### src/rtl/lcfb_pkg.sv
// ----------------------------------------------------------------------------
// lcfb_pkg
// Shared types and constants for the LED card frame builder.
// ----------------------------------------------------------------------------
package lcfb_pkg;

    // item kinds
    localparam logic KIND_START = 1'b0;
    localparam logic KIND_DATA  = 1'b1;

    // header layout
    localparam int HDR_LEN   = 17;
    localparam int SUM_FROM  = 8;
    localparam int IDX_W     = 5;

    localparam logic [7:0]  SYNC_BYTE  = 8'hFF;
    localparam logic [7:0]  FRAME_TYPE = 8'h68;
    localparam logic [7:0]  CARD_TYPE  = 8'h32;
    localparam logic [7:0]  CMD_GROUP  = 8'h7B;
    localparam logic [7:0]  CMD_CODE   = 8'h01;
    localparam logic [15:0] NET_EXTRA  = 16'd11;

    // one output beat
    typedef struct packed {
        logic [7:0] out_byte;
        logic       run_last;
        logic       frame_end;
    } beat_t;

endpackage

### src/rtl/lcfb_seq.sv
// ----------------------------------------------------------------------------
// lcfb_seq
// Item register and byte sequencer: holds one accepted item and walks its
// bytes (header, payload byte, checksum) one per cycle unless the output stalls, keeping the sum.
// ----------------------------------------------------------------------------
module lcfb_seq (
    input  logic                clk,
    input  logic                rst_n,
    input  logic                in_valid,
    output logic                in_ready,
    input  logic                kind,
    input  logic [7:0]          card_id,
    input  logic [15:0]         payload_len,
    input  logic [7:0]          payload_byte,
    input  logic                final_byte,
    output logic                beat_valid,
    input  logic                beat_ready,
    output lcfb_pkg::beat_t     beat
);
    import lcfb_pkg::*;

    // header and data-item byte positions
    localparam logic [IDX_W-1:0] H_NET_LO  = IDX_W'(4);
    localparam logic [IDX_W-1:0] H_NET_HI  = IDX_W'(5);
    localparam logic [IDX_W-1:0] H_TYPE    = IDX_W'(8);
    localparam logic [IDX_W-1:0] H_CARD    = IDX_W'(9);
    localparam logic [IDX_W-1:0] H_ID      = IDX_W'(10);
    localparam logic [IDX_W-1:0] H_GROUP   = IDX_W'(11);
    localparam logic [IDX_W-1:0] H_CODE    = IDX_W'(12);
    localparam logic [IDX_W-1:0] H_LEN_LO  = IDX_W'(13);
    localparam logic [IDX_W-1:0] H_LEN_HI  = IDX_W'(14);
    localparam logic [IDX_W-1:0] H_SUM_LO  = IDX_W'(HDR_LEN);
    localparam logic [IDX_W-1:0] H_SUM_HI  = IDX_W'(HDR_LEN + 1);
    localparam logic [IDX_W-1:0] H_FIRST   = IDX_W'(SUM_FROM);
    localparam logic [IDX_W-1:0] H_END     = IDX_W'(HDR_LEN);
    localparam logic [IDX_W-1:0] D_BYTE    = IDX_W'(0);
    localparam logic [IDX_W-1:0] D_SUM_LO  = IDX_W'(1);
    localparam logic [IDX_W-1:0] D_SUM_HI  = IDX_W'(2);

    logic                 hold_reg, hold_next;
    logic                 kind_reg;
    logic [7:0]           cid_reg;
    logic [15:0]          plen_reg;
    logic [7:0]           pbyte_reg;
    logic                 fin_reg;
    logic [IDX_W-1:0]     idx_reg, idx_next;
    logic [15:0]          sum_reg, sum_next;
    logic                 in_frame_reg, in_frame_next;

    logic                 emit;
    logic                 accept;
    logic                 load;
    logic [IDX_W-1:0]     last_idx;
    logic                 at_last;
    logic [15:0]          net_len;
    logic [7:0]           cur_byte;
    logic                 add_byte;
    logic                 sum_hi;

    assign net_len = plen_reg + NET_EXTRA;

    // last byte position of the held item
    always_comb
    begin
        if (kind_reg == KIND_START)
            last_idx = (plen_reg == 16'd0) ? H_SUM_HI : H_END - IDX_W'(1);
        else
            last_idx = fin_reg ? D_SUM_HI : D_BYTE;
    end

    assign emit     = hold_reg && beat_ready;
    assign at_last  = (idx_reg == last_idx);
    assign in_ready = !hold_reg || (emit && at_last);
    assign accept   = in_valid && in_ready;
    // a data item outside a frame is taken and dropped
    assign load     = accept && ((kind == KIND_START) || in_frame_reg);

    // byte select for the current position
    always_comb
    begin
        cur_byte = 8'h00;
        add_byte = 1'b0;
        sum_hi   = 1'b0;
        if (kind_reg == KIND_START)
        begin
            add_byte = (idx_reg >= H_FIRST) && (idx_reg < H_END);
            if (idx_reg < H_NET_LO)
                cur_byte = SYNC_BYTE;
            else
            begin
                case (idx_reg)
                    H_NET_LO: cur_byte = net_len[7:0];
                    H_NET_HI: cur_byte = net_len[15:8];
                    H_TYPE:   cur_byte = FRAME_TYPE;
                    H_CARD:   cur_byte = CARD_TYPE;
                    H_ID:     cur_byte = cid_reg;
                    H_GROUP:  cur_byte = CMD_GROUP;
                    H_CODE:   cur_byte = CMD_CODE;
                    H_LEN_LO: cur_byte = plen_reg[7:0];
                    H_LEN_HI: cur_byte = plen_reg[15:8];
                    H_SUM_LO: cur_byte = sum_reg[7:0];
                    H_SUM_HI:
                    begin
                        cur_byte = sum_reg[15:8];
                        sum_hi   = 1'b1;
                    end
                    default:  cur_byte = 8'h00;
                endcase
            end
        end
        else
        begin
            case (idx_reg)
                D_BYTE:
                begin
                    cur_byte = pbyte_reg;
                    add_byte = 1'b1;
                end
                D_SUM_LO: cur_byte = sum_reg[7:0];
                D_SUM_HI:
                begin
                    cur_byte = sum_reg[15:8];
                    sum_hi   = 1'b1;
                end
                default:  cur_byte = 8'h00;
            endcase
        end
    end

    assign beat_valid     = hold_reg;
    assign beat.out_byte  = cur_byte;
    assign beat.run_last  = at_last;
    assign beat.frame_end = sum_hi;

    // frame state, tracked in item order at acceptance
    always_comb
    begin
        in_frame_next = in_frame_reg;
        if (accept)
        begin
            if (kind == KIND_START)
                in_frame_next = (payload_len != 16'd0);
            else if (in_frame_reg)
                in_frame_next = !final_byte;
        end
    end

    // held item and byte position
    always_comb
    begin
        hold_next = hold_reg;
        idx_next  = idx_reg;
        if (emit)
            idx_next = idx_reg + IDX_W'(1);
        if (emit && at_last)
            hold_next = 1'b0;
        if (load)
        begin
            hold_next = 1'b1;
            idx_next  = '0;
        end
    end

    // running checksum, cleared by a start's first beat
    always_comb
    begin
        sum_next = sum_reg;
        if (emit)
        begin
            if ((kind_reg == KIND_START) && (idx_reg == '0))
                sum_next = 16'd0;
            else if (add_byte)
                sum_next = sum_reg + {8'h00, cur_byte};
        end
    end

    always_ff @(posedge clk or negedge rst_n)
    begin
        if (!rst_n)
        begin
            hold_reg     <= 1'b0;
            idx_reg      <= '0;
            sum_reg      <= 16'd0;
            in_frame_reg <= 1'b0;
        end
        else
        begin
            hold_reg     <= hold_next;
            idx_reg      <= idx_next;
            sum_reg      <= sum_next;
            in_frame_reg <= in_frame_next;
        end
    end

    // item payload
    always_ff @(posedge clk)
    begin
        if (load)
        begin
            kind_reg  <= kind;
            cid_reg   <= card_id;
            plen_reg  <= payload_len;
            pbyte_reg <= payload_byte;
            fin_reg   <= final_byte;
        end
    end

endmodule

### src/rtl/lcfb_out_reg.sv
// ----------------------------------------------------------------------------
// lcfb_out_reg
// Output register: holds one beat toward the sink; the sequencer is stalled
// while a held beat waits on a sink that is not ready.
// ----------------------------------------------------------------------------
module lcfb_out_reg (
    input  logic                clk,
    input  logic                rst_n,
    input  logic                beat_valid,
    output logic                beat_ready,
    input  lcfb_pkg::beat_t     beat,
    output logic                out_valid,
    input  logic                out_ready,
    output lcfb_pkg::beat_t     out_beat
);
    import lcfb_pkg::*;

    logic   valid_reg, valid_next;
    beat_t  beat_reg;

    assign beat_ready = !valid_reg || out_ready;

    always_comb
    begin
        valid_next = valid_reg;
        if (beat_ready)
            valid_next = beat_valid;
    end

    always_ff @(posedge clk or negedge rst_n)
    begin
        if (!rst_n)
            valid_reg <= 1'b0;
        else
            valid_reg <= valid_next;
    end

    always_ff @(posedge clk)
    begin
        if (beat_ready && beat_valid)
            beat_reg <= beat;
    end

    assign out_valid = valid_reg;
    assign out_beat  = beat_reg;

endmodule

### src/rtl/led_card_frame_builder_unit.sv
// ----------------------------------------------------------------------------
// led_card_frame_builder_unit
// LED display-card frame builder: header, payload pass-through, checksum.
// ----------------------------------------------------------------------------
// Pipeline: items are held in the sequencer, beats in the output register.
// Throughput: one output beat per cycle while out_ready is high; a data
//   item gives 1 byte (3 when final), a start 17 bytes (19 with empty
//   payload); the next item is taken as the current one's last byte goes.
// Reset: rst_n asynchronous, active low; clears frame state, sum and valids.
// ----------------------------------------------------------------------------
module led_card_frame_builder_unit (
    input  logic        clk,
    input  logic        rst_n,
    input  logic        in_valid,
    output logic        in_ready,
    input  logic        kind,
    input  logic [7:0]  card_id,
    input  logic [15:0] payload_len,
    input  logic [7:0]  payload_byte,
    input  logic        final_byte,
    output logic        out_valid,
    input  logic        out_ready,
    output logic [7:0]  out_byte,
    output logic        run_last,
    output logic        frame_end
);
    import lcfb_pkg::*;

    logic   beat_valid;
    logic   beat_ready;
    beat_t  beat;
    beat_t  out_beat;

    lcfb_seq u_seq (
        .clk          (clk),
        .rst_n        (rst_n),
        .in_valid     (in_valid),
        .in_ready     (in_ready),
        .kind         (kind),
        .card_id      (card_id),
        .payload_len  (payload_len),
        .payload_byte (payload_byte),
        .final_byte   (final_byte),
        .beat_valid   (beat_valid),
        .beat_ready   (beat_ready),
        .beat         (beat)
    );

    lcfb_out_reg u_out (
        .clk        (clk),
        .rst_n      (rst_n),
        .beat_valid (beat_valid),
        .beat_ready (beat_ready),
        .beat       (beat),
        .out_valid  (out_valid),
        .out_ready  (out_ready),
        .out_beat   (out_beat)
    );

    assign out_byte  = out_beat.out_byte;
    assign run_last  = out_beat.run_last;
    assign frame_end = out_beat.frame_end;

    // checksum high byte always closes the item's run
    assert property (@(posedge clk) disable iff (!rst_n)
        out_valid && frame_end |-> run_last)
        else $error("frame_end without run_last");

    // a beat offered by the sequencer and stalled stays put
    assert property (@(posedge clk) disable iff (!rst_n)
        beat_valid && !beat_ready |=> beat_valid && $stable(beat))
        else $error("stalled beat changed");

    // a new item is only taken when the sequencer is free or finishing
    assert property (@(posedge clk) disable iff (!rst_n)
        in_ready && beat_valid |-> beat_ready && beat.run_last)
        else $error("input taken while item still in progress");

endmodule
### config.mk
export PLATFORM = sky130hd
export DESIGN_NAME = led_card_frame_builder_unit
export DESIGN_NICKNAME = d
export VERILOG_FILES = /design/src/rtl/lcfb_pkg.sv /design/src/rtl/lcfb_seq.sv /design/src/rtl/lcfb_out_reg.sv /design/src/rtl/led_card_frame_builder_unit.sv
export SDC_FILE = /design/constraint.sdc
export NUM_CORES = 1
export LEC_CHECK = 0
export BUFFER_PORTS_ARGS = -buffer_cell sky130_fd_sc_hd__buf_4
export CORE_ASPECT_RATIO = 0.8
export CORE_UTILIZATION = 55
export CTS_BUF_LIST = sky130_fd_sc_hd__clkbuf_2
export DETAILED_ROUTE_END_ITERATION = 10
export PLACE_DENSITY = 0.81
export SKIP_LAST_GASP = 1
export SLEW_MARGIN = 20
export SYNTH_ARGS = -nofsm -noshare
export SYNTH_HDL_FRONTEND = slang
export SYNTH_SLANG_ARGS = --single-unit
### constraint.sdc
create_clock -name clk -period 3.6 [get_ports clk]
set_input_delay 0.36 -clock clk [delete_from_list [all_inputs] [get_ports clk]]
set_output_delay 0.36 -clock clk [all_outputs]
set_load 0.03 [all_outputs]
==> metrics <==
outcome=finished, violations left; failing checks=DRC, setup timing; CP Cell Sequence=or4b_4, or2_4, o311a_1, and3_1, a32oi_2, ha_1, buf_4, nand3b_1, a21oi_2, o41ai_4, buf_4, o31ai_1, a21oi_1; initial antenna violation count=0; Max VDD drop=557 uV; Clock Power Share=11.3%; vias per cell=6.44; Sw Pwr=between 1.5 and 2 mW; Crit Path Max Fanout=7; crit-path max cell delay=about 0.55 ns; non-filler cells, final=between 600 and 700; Min Clock Period, post-route=about 3.8 ns; DRC Markers=4; ANT cells=0; Mapped Cells=379; Finish-stage setup viols=10; final hold viol count=0; clk_skew=0.0192 ns; gpl congestion=approximately 0.9; vias in the first global route=3,699; DIE WIDTH=98 um; GR Overflow Total=0; H-Tree Depth=3; Finished Cell Area=5900 um^2; final period utilization=104%; CP Class=reg2reg; dpl hpwl=8.77 mm; placed insts=579; Netlist Area Pre-Place=between 4000 and 5000 um^2; critical path arrival=4.20 ns; flops & latches, synth=68; share of the synthesized area in the top cell type=32.6%; Pre-antenna DRT Iters=9; Worst Setup Start Kind=flop; Area contributors post-synth=edfxtp_1 33%, dfrtp_1 15%, ha_1 4.6%, nand2_1 3.0%, xnor2_1 2.6%; post-synth top area cell=edfxtp_1; largest buffer count on any clock path=2; DR iter-0 viols=between 600 and 700; register area share after synthesis=47.4%; gr usage total=32.9%; Post-Syn Nets=433; top-level I/O count=50; TritonCTS buffer count=9; Peak Freq=0.266 GHz; Reg power frac=27.3%; hold crit path type=in2reg; nets@finish=602; first-pass GRT wire length=19.1 mm; internal power=2.56 mW; WP data required=4.05 ns; wire per inst=21.1 um; Ys Warns=0; PwrDens=750 nW/um^2; CTS tree=done; I/O Buffers=49; Initial Util=58.0%; row count=27; Fin Setup TNS=-0.916 ns; Slew Viols, Final=0; EDFF count, synth=44; worst hold slack=0.0229 ns; DR vias=a little over 4,000; crit end category=flop; Layout Area Growth over Synthesis=45.5%; Clock Tree Root=clkbuf_2; Least-Margin Pin Slew=1.13 ns; Synth cell types=70; syn avg cell area=10.7 um^2; final wirelength=13.5 mm; Worst path slowest cell=or4b_4; Comb power frac=61.3%; Max Cap Viol=0; worst-skew pair later-pin latency=0.52 ns; most frequent CP cell=buf_4; DP Area=5080 um^2; Synth Flop Type=edfxtp_1; chip height=78.8 um; RSZ-0062 raised after global routing=yes; Final Util=84.4%; Post-DRT Antenna Nets=0; ratio of cells with drive above 1 in the final layout=roughly two fifths; Post-synth ARST share=between 30% and 40%; CTS Sinks=68; Lkg Pwr=approximately 2.4 nW; die area=just under 8000 um^2; Sw Share=between 40% and 50%; PnR worst setup slack=-0.155 ns; largest net degree at the start of global routing=29; clk slew on worst S/H paths=0.18 ns; Core Area=around 7000 um^2; Relative slew margins=24.6%
what timing repair did:
action,4_1_cts,5_1_grt
setup buffers,6,10
hold buffers,15,15
pin swaps,14,19
endpoints found under the hold margin,38,15
resized for setup,25,27
setup endpoints to repair,10,11
path summary, 6_finish.rpt:
kind | startpoint | endpoint | slack, ns | cells past startpoint
worst max-delay path | u_seq.idx_reg[0]$_DFFE_PN0P_ | u_seq.sum_reg[10]$_DFFE_PN0P_ | -0.15 | 13
worst min-delay path | card_id[7] | u_seq.cid_reg[7]$_DFFE_PP_ | 0.02 | 1
worst max register to register | u_seq.idx_reg[0]$_DFFE_PN0P_ | u_seq.sum_reg[10]$_DFFE_PN0P_ | -0.15 | 13
worst min register to register | u_seq.in_frame_reg$_DFFE_PN0P_ | u_seq.in_frame_reg$_DFFE_PN0P_ | 0.53 | 1
max in group asynchronous | rst_n | u_seq.idx_reg[0]$_DFFE_PN0P_ | 3.08 | 2
min in group asynchronous | rst_n | u_seq.sum_reg[11]$_DFFE_PN0P_ | 0.25 | 2
power groups by stage:
stage	Clock (mW)	Combinational (mW)	Sequential [mW]
2_1_floorplan	0	1.13	1.27
3_3_place_gp	0	2.07	1.19
3_5_place_dp	0	2.13	1.20
4_1_cts	0.501	2.28	1.19
5_1_grt	0.536	2.86	1.22
6_report	0.501	2.71	1.21
cells in the final DEF (no fill, tap or decap), types with 8 or more instances in the layout:
master,n
dlygate4sd3_1,30
nor4_1,8
o21ai_0,10
xor2_1,8
clkbuf_2,10
inv_1,9
nand4_1,8
nor2_1,16
edfxtp_1,44
o31ai_1,9
a21oi_1,14
xnor2_1,12
a22oi_1,11
dfrtp_1,22
buf_4,142
nand2_1,32
ha_1,11
layout make-up:
class	instances	area (um^2)
Clock buffer	10	50.0
Clock inverter	6	78.8
Fill cell	361	1090
Inverter	11	41.3
Multi-Input combinational cell	282	2280
Sequential cell	68	1920
Tap cell	87	109
Timing Repair Buffer	176	1420
worst max-delay path, delay by kind of cell, from the launching register on:
kind	cells	cell delay, ns
adders and majority gates	1	0.31
and+or+nand+nor	4	1.12
AOI/OAI and AO/OA	6	1.42
DFF	1	0.48
buffers and inverters	2	0.35
per-stage QoR:
stage          power, mW  worst slack (ns)
5_1_grt             4.62            -0.241
3_3_place_gp        3.26            -0.160
3_5_place_dp        3.33            -0.414
6_report            4.42            -0.155
2_1_floorplan       2.40            0.0456
4_1_cts             3.97          -0.00547
cells by family after synthesis:
logic type,synth area share (%)
AND/OR/NAND/NOR,18.5
AO/OA/AOI/OAI,20.6
flip-flops,47.4
buffers and inverters,2.90
XOR/XNOR,4.32
adder cells (fa/ha/maj),5.12
multiplexers,1.11
synthesized netlist by cell type, types with 8 or more instances:
master / instances
a21oi_1: 20
a22oi_1: 13
clkbuf_1: 13
dfrtp_1: 24
edfxtp_1: 44
ha_1: 15
inv_1: 11
nand2_1: 32
nand4_1: 8
nor2_1: 16
nor3_1: 8
nor4_1: 8
o21ai_0: 10
o31ai_1: 10
xnor2_1: 12
xor2_1: 8
per-layer routing:
metal	up-vias	part of all wire (%)	track usage (%)
met5	-	0	0
met1	1954	40	44.0
met4	0	2.9	10.9
met2	282	46	51.6
li1	1838	-	-
met3	45	11	9.24
(Power assumes the default switching activity.)
